File: config.mk
export PLATFORM = sky130hd
export DESIGN_NAME = nand_page_read_sequencer_core
export DESIGN_NICKNAME = d
export VERILOG_FILES = /design/src/rtl/nprs_pkg.sv /design/src/rtl/nprs_front.sv /design/src/rtl/nprs_queue.sv /design/src/rtl/nprs_back.sv /design/src/rtl/nand_page_read_sequencer_core.sv
export SDC_FILE = /design/constraint.sdc
export NUM_CORES = 1
export LEC_CHECK = 0
export BUFFER_PORTS_ARGS = -buffer_cell sky130_fd_sc_hd__buf_2
export CORE_UTILIZATION = 45
export DETAILED_ROUTE_END_ITERATION = 7
export PLACE_DENSITY = 0.59
export SLEW_MARGIN = 40
export SYNTH_ARGS = -nofsm -noshare
export SYNTH_HDL_FRONTEND = slang
export SYNTH_SLANG_ARGS = --single-unit
export TNS_END_PERCENT = 20
File: constraint.sdc
create_clock -name clk -period 4.51 [get_ports clk]
set_clock_uncertainty 0.05 [all_clocks]
set_input_delay 0.902 -clock clk [delete_from_list [all_inputs] [get_ports clk]]
set_output_delay 0.902 -clock clk [all_outputs]
set_load 0.01 [all_outputs]
File: src/rtl/nprs_pkg.sv
// Shared constants, codes and job descriptor for the NAND page read sequencer.
package nprs_pkg;

  localparam int PAGE_BYTES  = 2048;
  localparam int PAGE_SHIFT  = $clog2(PAGE_BYTES);
  localparam int QUEUE_DEPTH = 4;
  localparam int QUEUE_AW    = $clog2(QUEUE_DEPTH);

  localparam logic [1:0] OP_START = 2'd0;
  localparam logic [1:0] OP_READY = 2'd1;
  localparam logic [1:0] OP_DATA  = 2'd2;

  localparam logic [2:0] ACT_SELECT   = 3'd0;
  localparam logic [2:0] ACT_CMD      = 3'd1;
  localparam logic [2:0] ACT_ADDR     = 3'd2;
  localparam logic [2:0] ACT_DATA     = 3'd3;
  localparam logic [2:0] ACT_DESELECT = 3'd4;
  localparam logic [2:0] ACT_IGNORED  = 3'd5;

  localparam logic [7:0] CMD_READ         = 8'h00;
  localparam logic [7:0] CMD_READ_CONFIRM = 8'h30;

  typedef enum logic [1:0] {
    HEAD_SELECT,
    HEAD_DATA,
    HEAD_IGNORED
  } head_t;

  typedef enum logic [1:0] {
    TAIL_NONE,
    TAIL_DESELECT,
    TAIL_READ
  } tail_t;

  typedef struct packed {
    head_t       head;
    tail_t       tail;
    logic [7:0]  data;
    logic [23:0] index;
    logic [31:0] address;
  } job_t;

endpackage

File: src/rtl/nprs_front.sv
// Front end: accepts input transactions, tracks read state, emits job descriptors.
module nprs_front (
  input  logic          clk,
  input  logic          rst,
  input  logic          in_valid,
  output logic          in_ready,
  input  logic [1:0]    opcode,
  input  logic [31:0]   start_address,
  input  logic [23:0]   length,
  input  logic [7:0]    data_byte,
  output logic          job_valid,
  output nprs_pkg::job_t job,
  input  logic          job_full
);
  import nprs_pkg::*;

  typedef enum logic [1:0] {
    PH_IDLE,
    PH_WAIT,
    PH_DATA
  } phase_t;

  phase_t      phase, phase_next;
  logic [31:0] current_address, current_address_next;
  logic [23:0] bytes_left, bytes_left_next;
  logic [23:0] write_index, write_index_next;
  logic        accept;

  assign in_ready = !job_full;
  assign accept   = in_valid && in_ready;

  always_comb begin
    phase_next           = phase;
    current_address_next = current_address;
    bytes_left_next      = bytes_left;
    write_index_next     = write_index;
    job_valid            = 1'b0;
    job.head             = HEAD_IGNORED;
    job.tail             = TAIL_NONE;
    job.data             = 8'h00;
    job.index            = 24'd0;
    job.address          = current_address;
    if (accept) begin
      if (opcode == OP_START && phase == PH_IDLE) begin
        current_address_next = start_address;
        bytes_left_next      = length;
        write_index_next     = 24'd0;
        job_valid            = 1'b1;
        job.head             = HEAD_SELECT;
        job.address          = start_address;
        if (length == 24'd0) begin
          job.tail = TAIL_DESELECT;
        end else begin
          job.tail   = TAIL_READ;
          phase_next = PH_WAIT;
        end
      end else if (opcode == OP_READY && phase == PH_WAIT) begin
        phase_next = PH_DATA;
      end else if (opcode == OP_DATA && phase == PH_DATA) begin
        current_address_next = current_address + 32'd1;
        bytes_left_next      = bytes_left - 24'd1;
        write_index_next     = write_index + 24'd1;
        job_valid            = 1'b1;
        job.head             = HEAD_DATA;
        job.data             = data_byte;
        job.index            = write_index;
        job.address          = current_address_next;
        if (bytes_left_next == 24'd0) begin
          job.tail   = TAIL_DESELECT;
          phase_next = PH_IDLE;
        end else if (current_address_next[PAGE_SHIFT-1:0] == '0) begin
          job.tail   = TAIL_READ;
          phase_next = PH_WAIT;
        end
      end else begin
        job_valid = 1'b1;
      end
    end
  end

  always_ff @(posedge clk) begin
    if (rst) begin
      phase           <= PH_IDLE;
      current_address <= 32'd0;
      bytes_left      <= 24'd0;
      write_index     <= 24'd0;
    end else begin
      phase           <= phase_next;
      current_address <= current_address_next;
      bytes_left      <= bytes_left_next;
      write_index     <= write_index_next;
    end
  end

endmodule

File: src/rtl/nprs_queue.sv
// Short job queue between the front and back ends.
module nprs_queue (
  input  logic           clk,
  input  logic           rst,
  input  logic           push,
  input  nprs_pkg::job_t push_job,
  output logic           full,
  input  logic           pop,
  output logic           head_valid,
  output nprs_pkg::job_t head_job
);
  import nprs_pkg::*;

  job_t              slots [QUEUE_DEPTH];
  logic [QUEUE_AW-1:0] wr_ptr;
  logic [QUEUE_AW-1:0] rd_ptr;
  logic [QUEUE_AW:0]   count;
  logic              do_pop;

  assign full       = (count == (QUEUE_AW + 1)'(QUEUE_DEPTH));
  assign head_valid = (count != '0);
  assign head_job   = slots[rd_ptr];
  assign do_pop     = pop && head_valid;

  always_ff @(posedge clk) begin
    if (push && !full) begin
      slots[wr_ptr] <= push_job;
    end
  end

  always_ff @(posedge clk) begin
    if (rst) begin
      wr_ptr <= '0;
      rd_ptr <= '0;
      count  <= '0;
    end else begin
      if (push && !full) begin
        wr_ptr <= wr_ptr + QUEUE_AW'(1);
      end
      if (do_pop) begin
        rd_ptr <= rd_ptr + QUEUE_AW'(1);
      end
      if ((push && !full) && !do_pop) begin
        count <= count + (QUEUE_AW + 1)'(1);
      end else if (!(push && !full) && do_pop) begin
        count <= count - (QUEUE_AW + 1)'(1);
      end
    end
  end

endmodule

File: src/rtl/nprs_back.sv
// Back end: expands each job into result transactions through an output register.
module nprs_back (
  input  logic           clk,
  input  logic           rst,
  input  logic           job_valid,
  input  nprs_pkg::job_t job,
  output logic           job_pop,
  output logic           out_valid,
  input  logic           out_ready,
  output logic [2:0]     action,
  output logic [7:0]     value,
  output logic [23:0]    buffer_index,
  output logic           last
);
  import nprs_pkg::*;

  logic [2:0]  step;
  logic        load;
  logic        final_step;
  logic [15:0] col;
  logic [23:0] page;
  logic [2:0]  act_c;
  logic [7:0]  val_c;
  logic [23:0] idx_c;

  assign load = job_valid && (!out_valid || out_ready);
  assign col  = 16'(job.address & 32'(PAGE_BYTES - 1));
  assign page = 24'(job.address >> PAGE_SHIFT);

  always_comb begin
    final_step = 1'b0;
    case (job.tail)
      TAIL_NONE:     final_step = (step == 3'd0);
      TAIL_DESELECT: final_step = (step == 3'd1);
      default:       final_step = (step == 3'd7);
    endcase
  end

  assign job_pop = load && final_step;

  always_comb begin
    act_c = ACT_IGNORED;
    val_c = 8'h00;
    idx_c = 24'd0;
    if (step == 3'd0) begin
      unique case (job.head)
        HEAD_SELECT: act_c = ACT_SELECT;
        HEAD_DATA: begin
          act_c = ACT_DATA;
          val_c = job.data;
          idx_c = job.index;
        end
        default: act_c = ACT_IGNORED;
      endcase
    end else if (job.tail == TAIL_DESELECT) begin
      act_c = ACT_DESELECT;
    end else begin
      unique case (step)
        3'd1: begin
          act_c = ACT_CMD;
          val_c = CMD_READ;
        end
        3'd2: begin
          act_c = ACT_ADDR;
          val_c = col[7:0];
        end
        3'd3: begin
          act_c = ACT_ADDR;
          val_c = col[15:8];
        end
        3'd4: begin
          act_c = ACT_ADDR;
          val_c = page[7:0];
        end
        3'd5: begin
          act_c = ACT_ADDR;
          val_c = page[15:8];
        end
        3'd6: begin
          act_c = ACT_ADDR;
          val_c = page[23:16];
        end
        default: begin
          act_c = ACT_CMD;
          val_c = CMD_READ_CONFIRM;
        end
      endcase
    end
  end

  always_ff @(posedge clk) begin
    if (rst) begin
      step      <= 3'd0;
      out_valid <= 1'b0;
    end else begin
      if (load) begin
        out_valid <= 1'b1;
        step      <= final_step ? 3'd0 : step + 3'd1;
      end else if (out_ready) begin
        out_valid <= 1'b0;
      end
    end
  end

  always_ff @(posedge clk) begin
    if (load) begin
      action       <= act_c;
      value        <= val_c;
      buffer_index <= idx_c;
      last         <= final_step;
    end
  end

endmodule

File: src/rtl/nand_page_read_sequencer_core.sv
// Top level of the large-page NAND read sequencer.
// The first result is registered in a job queue slot and then in the output register.
// One input per cycle unless the queue is full; one result per cycle unless stalled.
// A start or page crossing expands into up to 8 results, one per cycle unless stalled.
// Synchronous active-high reset clears phase, address, count, index, queue, out_valid.
module nand_page_read_sequencer_core (
  input  logic        clk,
  input  logic        rst,
  input  logic        in_valid,
  output logic        in_ready,
  input  logic [1:0]  opcode,
  input  logic [31:0] start_address,
  input  logic [23:0] length,
  input  logic [7:0]  data_byte,
  output logic        out_valid,
  input  logic        out_ready,
  output logic [2:0]  action,
  output logic [7:0]  value,
  output logic [23:0] buffer_index,
  output logic        last
);
  import nprs_pkg::*;

  logic job_push;
  job_t push_job;
  logic queue_full;
  logic job_pop;
  logic head_valid;
  job_t head_job;

  nprs_front u_front (
    .clk           (clk),
    .rst           (rst),
    .in_valid      (in_valid),
    .in_ready      (in_ready),
    .opcode        (opcode),
    .start_address (start_address),
    .length        (length),
    .data_byte     (data_byte),
    .job_valid     (job_push),
    .job           (push_job),
    .job_full      (queue_full)
  );

  nprs_queue u_queue (
    .clk        (clk),
    .rst        (rst),
    .push       (job_push),
    .push_job   (push_job),
    .full       (queue_full),
    .pop        (job_pop),
    .head_valid (head_valid),
    .head_job   (head_job)
  );

  nprs_back u_back (
    .clk          (clk),
    .rst          (rst),
    .job_valid    (head_valid),
    .job          (head_job),
    .job_pop      (job_pop),
    .out_valid    (out_valid),
    .out_ready    (out_ready),
    .action       (action),
    .value        (value),
    .buffer_index (buffer_index),
    .last         (last)
  );

endmodule

==> results.json, run 1 <==
{
  "antenna_found_initial": 1,
  "antenna_left": 0,
  "min_to": "u_back.out_valid$_SDFFE_PP0P_",
  "worstSkewPairLatency_ns": 0.56,
  "wl_met2_um": 18600,
  "r2r_slack_ns": 1.19,
  "path_cells": "mux4_2 -> mux2i_1 -> o31ai_1 -> nand2_1 -> ha_1 -> inv_1 -> fa_1 -> xor2_1 -> or3_1 -> a21oi_1",
  "min_period_ns": 3.32,
  "setup_tns_ns": 0,
  "crit_fanout": 16,
  "worst_path_max_delay_cell": "o31ai_1",
  "worst_slew_pin_slew_ns": 0.839,
  "ys_types": 73,
  "diodes": 0,
  "htree_levels": 2,
  "routed_wl_um": 40700,
  "dp_hpwl_um": 26700,
  "yosys.area.top_type_share": 0.527,
  "port_buffers": 107,
  "clockBufferDepth": 3,
  "path_class": "flip-flop to flip-flop",
  "min_period_over_period": 0.736,
  "grt_pass1_wl_um": 63400,
  "rsz0062_at_grt": "no",
  "highest_layer": "met5",
  "final_net_count": 1523,
  "cts_root_buf": "clkbuf_16",
  "cts_tree": "yes",
  "drt-initial-drc-count": 960,
  "postLayoutCellArea_um2": 20100,
  "reg2reg_to": "u_queue.count[2]$_SDFFE_PP0P_",
  "clock_sinks": 403,
  "firstDrtPassIters": 5,
  "p_leak_uw": 0.00711,
  "finalHoldViolCount": 0,
  "power.density_nw_per_um2": 547,
  "relSlewSlack": 0.435,
  "ys_ff_latch": 403,
  "synthArstFlopShare": 0,
  "vias": 11300,
  "gr-total-overflow": 0,
  "io_pins": 108,
  "cp.required_ns": 4.95,
  "die_y_um": 199,
  "cp.arrival_ns": 3.76,
  "vias_per_cell": 5.68,
  "end_kind": "flip-flop",
  "placed_area_um2": 18700,
  "grt_max_degree": 54,
  "detail_route.wirelength.met1_um": 19000,
  "synth_most_common_cell": "edfxtp_1",
  "hp-start": "u_back.out_valid$_SDFFE_PP0P_",
  "fin_hold_ws_ns": 0.416,
  "area_delta_synth_final_pct": 14.9,
  "setup_violations": 0,
  "fmax_mhz": 301,
  "row_count": 71,
  "grt_use_total": 0.211,
  "synth_fp_nets": 1420,
  "synth_warnings": 0,
  "reg2reg_depth": 10,
  "die_w_um": 199,
  "clk_pin_slew_ns": 0.06,
  "synth_common_cells": "edfxtp_1, nor2_1, nand2_1, dfxtp_1, a21oi_1",
  "status": "finished clean",
  "dr_wl_met3_um": 2360,
  "slew_viol_final": 0,
  "first_global_vias": 11000,
  "synth_top_area_cell": "edfxtp_1",
  "wire_per_inst_um": 20.5,
  "die_area_um2": 39800,
  "cts_hold_buf": 0,
  "cap_violations": 0,
  "initial_core_util": 0.461,
  "postCtsSetupRepairBufs": 0,
  "cp_slowest_stage_delay_ns": 0.69,
  "cts-resized-gates": 0,
  "fin_util": 0.530,
  "synthTopCellsByArea": "edfxtp_1, dfxtp_1, mux4_2",
  "seq_area_frac_synth": 0.636,
  "crit_path_start_kind": "flip-flop",
  "netlist_instances": 1334,
  "ir_worst_vdd_v": 0.000280,
  "cts_buffers": 42,
  "holdCritPathClass": "flip-flop to flip-flop",
  "synth.avg_cell_area_um2": 13.1,
  "drive_gt1_frac": 0.202,
  "hold_depth": 2,
  "synth_edf_count": 308,
  "drc": 0,
  "netlist_area_um2": 17500,
  "synth_flop_cell": "edfxtp_1",
  "coreArea_um2": 38000,
  "power_uw": 11000,
  "place_congestion": 0.809
}
placed cells by master (no fill, tap or decap), drive strengths merged, types with 12 or more instances in the layout:
master and count:
a21oi 79, a22oi 13, a31oi 13, and2 12
and3 63, buf 139, clkbuf 59, dfxtp 95
edfxtp 308, ha 15, inv 39, mux4 68
nand2 109, nand3 34, nand4 16, nor2 112
nor2b 29, nor3 25, nor4 20, o21ai 56
o22ai 14, xnor2 12, xor2 17
flip-flops by register name, summed over array words and instances, names as in the netlist, named ones only:
signal,flops
u_back.action,3
u_queue.wr_ptr,2
u_queue.slots,272
u_back.last,1
u_front.write_index,24
u_queue.count,3
u_back.step,3
u_queue.rd_ptr,2
u_back.value,8
u_front.phase,2
u_back.buffer_index,24
u_front.bytes_left,24
u_front.current_address,32
u_back.out_valid,1
cell families after synthesis:
family	count (synthesis)	synth area share
muxes	71	0.0890
xor gates and xnor gates	29	0.0145
buffers and inverters	116	0.0266
adders and majority gates	16	0.0118
and+or+nand+nor	464	0.138
AOI/OAI and AO/OA	235	0.0845
DFF	403	0.636
where the power goes:
part | leakage, uW | switching [uW] | internal [uW] | total [uW]
logic | 0.00269 | 1500 | 1060 | 2550
registers | 0.00372 | 213 | 4660 | 4880
clock network | 0.000694 | 1430 | 2160 | 3590
routing by layer:
layer | track usage | vias to the layer above
met5 | 0 | -
met4 | 0.0551 | 2
met3 | 0.0380 | 59
met2 | 0.323 | 327
met1 | 0.310 | 5558
li1 | - | 5321
critical path: cells and delay by family, from the launching register on:
kind / cells / cell delay (ns)
flops: 1 / 0.60
compound gates: 2 / 0.83
simple gates: 2 / 0.58
fa+ha+maj: 2 / 0.48
buf+inv: 1 / 0.07
mux: 2 / 0.55
xor+xnor: 1 / 0.08
area by class of cell:
type / instances / area, um^2
Clock buffer: 59 / 1160
Clock inverter: 19 / 273
Fill cell: 3283 / 17900
Inverter: 36 / 135
Multi-Input combinational cell: 815 / 5950
Sequential cell: 403 / 11200
Tap cell: 511 / 639
Timing Repair Buffer: 139 / 826
metrics by stage:
stage | setup WS [ns] | std cells
floorplan | 0.812 | 1334
global placement | 1.10 | 1904
detailed placement | 1.05 | 1904
CTS | 1.23 | 1982
global route | 0.992 | 1982
finish | 1.19 | 1982
worst max path at each step:
| stage | endpoint | depth (start not counted) |
|---|---|---|
| 2_1_floorplan | u_queue.slots[1][0]$_DFFE_PP_ | 4 |
| 3_3_place_gp | u_front.write_index[22]$_SDFFE_PP0P_ | 8 |
| 3_5_place_dp | u_front.current_address[28]$_SDFFE_PP0P_ | 8 |
| 4_1_cts | u_queue.count[2]$_SDFFE_PP0P_ | 10 |
| 5_1_grt | u_queue.slots[2][64]$_DFFE_PP_ | 8 |
| 6_report | u_queue.count[2]$_SDFFE_PP0P_ | 10 |
Power figures use the tool's default switching activity.
==> run 2, diff against run 1 <==
==> constraint.sdc (replaced) <==
create_clock -name clk -period 3.19 [get_ports clk]
set_clock_uncertainty 0.05 [all_clocks]
set_input_delay 0.638 -clock clk [delete_from_list [all_inputs] [get_ports clk]]
set_output_delay 0.638 -clock clk [all_outputs]
set_load 0.01 [all_outputs]
==> run 2 against run 1 <==
Net effect: setup slack worse by 0.93 ns; cell count increased by 0.91%; non-clock buffer count is 17 higher; global-route usage about the same; wire length is 0.13% higher; first-iteration DRC count is 5.3% higher; fmax up 13%; die area did not move; register-to-register slack worse by 0.93 ns; clock power rose by 38%; via count rose by 1.1%; largest power group unchanged; highest routed layer is now met4.
==> results.json, run 2 (synthesized netlist as in run 1, its figures left out) <==
{
  "setup_violations": 0,
  "grt_pass1_wl_um": 63500,
  "min_period_ns": 2.93,
  "drive_gt1_frac": 0.212,
  "worst_path_max_delay_cell": "or4_1",
  "r2r_slack_ns": 0.26,
  "die_y_um": 199,
  "io_pins": 108,
  "first_global_vias": 11000,
  "holdCritPathClass": "input port to flip-flop",
  "final_net_count": 1541,
  "die_area_um2": 39800,
  "relSlewSlack": 0.492,
  "critPathBufInv": 0,
  "vias_per_cell": 5.70,
  "firstDrtPassIters": 5,
  "end_kind": "flip-flop",
  "slew_viol_final": 0,
  "finalHoldViolCount": 0,
  "vias": 11400,
  "regArea_um2": 11200,
  "postCtsSetupRepairBufs": 0,
  "highest_layer": "met4",
  "p_leak_uw": 0.00720,
  "grt_max_degree": 56,
  "p_int_uw": 11100,
  "multi_input_area_um2": 5950,
  "power.density_nw_per_um2": 766,
  "hold_depth": 4,
  "cts_tree": "yes",
  "wire_per_inst_um": 20.4,
  "worst_slew_pin_slew_ns": 0.754,
  "coreArea_um2": 38000,
  "drc": 0,
  "hp-start": "out_ready",
  "cts_root_buf": "clkbuf_16",
  "cp_slowest_stage_delay_ns": 0.72,
  "power.switching_uw": 4440,
  "p_comb_frac": 0.238,
  "top_register": "u_queue.slots",
  "crit_family": "simple AND/OR/NAND/NOR gates",
  "crit_path_start_kind": "flip-flop",
  "cap_violations": 0,
  "p_seq_frac": 0.442,
  "fin_hold_ws_ns": 0.290,
  "final_cell_mix": "edfxtp_1, nor2_1, nand2_1",
  "initial_core_util": 0.461,
  "routed_wl_um": 40700,
  "reg2reg_depth": 7,
  "min_period_over_period": 0.918,
  "setup_tns_ns": 0,
  "cp.required_ns": 3.48,
  "clk_pin_slew_ns": 0.06,
  "path_cells": "or4_1 -> nor2_1 -> nand4b_1 -> xor2_1 -> nor4b_1 -> o2111ai_1 -> o21ai_1",
  "path_class": "flip-flop to flip-flop",
  "htree_levels": 2,
  "layout_commonest_cell": "edfxtp_1",
  "fillers": 3243,
  "antenna_left": 0,
  "dr_wl_met3_um": 2420,
  "grt_use_total": 0.211,
  "crit_fanout": 7,
  "min_to": "u_back.out_valid$_SDFFE_PP0P_",
  "worstSkewPairLatency_ns": 0.57,
  "clockPowerShare": 0.319,
  "rsz0062_at_grt": "no",
  "cts_buffers": 43,
  "drt-initial-drc-count": 1011,
  "place_congestion": 0.850,
  "gr-total-overflow": 0,
  "port_buffers": 107,
  "switching_share": 0.286,
  "ir_worst_vdd_v": 0.000427,
  "die_w_um": 199,
  "area_delta_synth_final_pct": 15.7,
  "antenna_found_initial": 0,
  "worstReg2RegStart": "u_front.bytes_left[4]$_SDFFE_PP0P_",
  "clock_sinks": 403,
  "reg2reg_to": "u_queue.slots[1][64]$_DFFE_PP_",
  "reg_top3": "u_queue.slots: 272 flops, u_front.current_address: 32 flops",
  "dp_hpwl_um": 26400,
  "detail_route.wirelength.met1_um": 19200,
  "row_count": 71,
  "largest_reg_flops": 272,
  "wl_met2_um": 18400,
  "clockBufferDepth": 3,
  "status": "finished clean",
  "fmax_mhz": 342,
  "cts_hold_buf": 0,
  "cp.arrival_ns": 3.22
}
==> run 2: routing by layer <==
layer	vias to the layer above	GRT usage
met2	329	0.318
met5	-	0
met3	53	0.0407
li1	5343	-
met4	0	0.0529
met1	5665	0.315
==> run 2: worst max path at each step <==
stage,startpoint,to,cells past startpoint
CTS,u_front.bytes_left[0]$_SDFFE_PP0P_,u_queue.slots[1][64]$_DFFE_PP_,8
floorplan,u_queue.count[0]$_SDFFE_PP0P_,u_queue.slots[3][0]$_DFFE_PP_,6
global route,u_front.bytes_left[4]$_SDFFE_PP0P_,u_queue.slots[1][64]$_DFFE_PP_,7
detailed placement,u_front.bytes_left[4]$_SDFFE_PP0P_,u_queue.slots[1][64]$_DFFE_PP_,7
global placement,u_front.bytes_left[0]$_SDFFE_PP0P_,u_queue.slots[1][64]$_DFFE_PP_,8
finish,u_front.bytes_left[4]$_SDFFE_PP0P_,u_queue.slots[1][64]$_DFFE_PP_,7
==> run 2: cell type report <==
cell class | instances | share of cell area
Antenna cell | 1 | 0.000123
Clock inverter | 17 | 0.0103
Clock buffer | 61 | 0.0588
Tap cell | 511 | 0.0315
Multi-Input combinational cell | 815 | 0.293
Inverter | 36 | 0.00666
Sequential cell | 403 | 0.550
Timing Repair Buffer | 156 | 0.0495
==> run 2: through the flow <==
step / area [um^2] / util / total power (uW) / setup slack [ns] / instances
3_5_place_dp: 18900 / 0.497 / 10700 / 0.151 / 1921
4_1_cts: 20300 / 0.534 / 15700 / 0.141 / 1999
6_report: 20300 / 0.534 / 15500 / 0.263 / 2000
2_1_floorplan: 17500 / - / 9470 / -0.291 / 1334
5_1_grt: 20300 / 0.534 / 16300 / 0.0805 / 1999
3_3_place_gp: 18900 / 0.497 / 10700 / 0.220 / 1921
==> run 2: power by group through the flow <==
stage               Combinational (uW)  Clock, uW  Sequential (uW)
global placement                  3740          0             6960
CTS                               3770       5070             6880
finish                            3700       4960             6880
detailed placement                3750          0             6990
global route                      4070       5270             6970
floorplan                         2420          0             7050
==> run 2: worst register-to-register path, delay by kind of cell (launching register included) <==
family,cells,cell delay (ns)
AND/OR/NAND/NOR,4,1.36
AO/OA/AOI/OAI,2,0.68
flip-flops,1,0.36
XOR/XNOR,1,0.24
==> run 2: timing repair <==
action	4_1_cts	5_1_grt
setup endpoints to repair	0	4
endpoints found under the hold margin	0	0
resized for setup	0	1
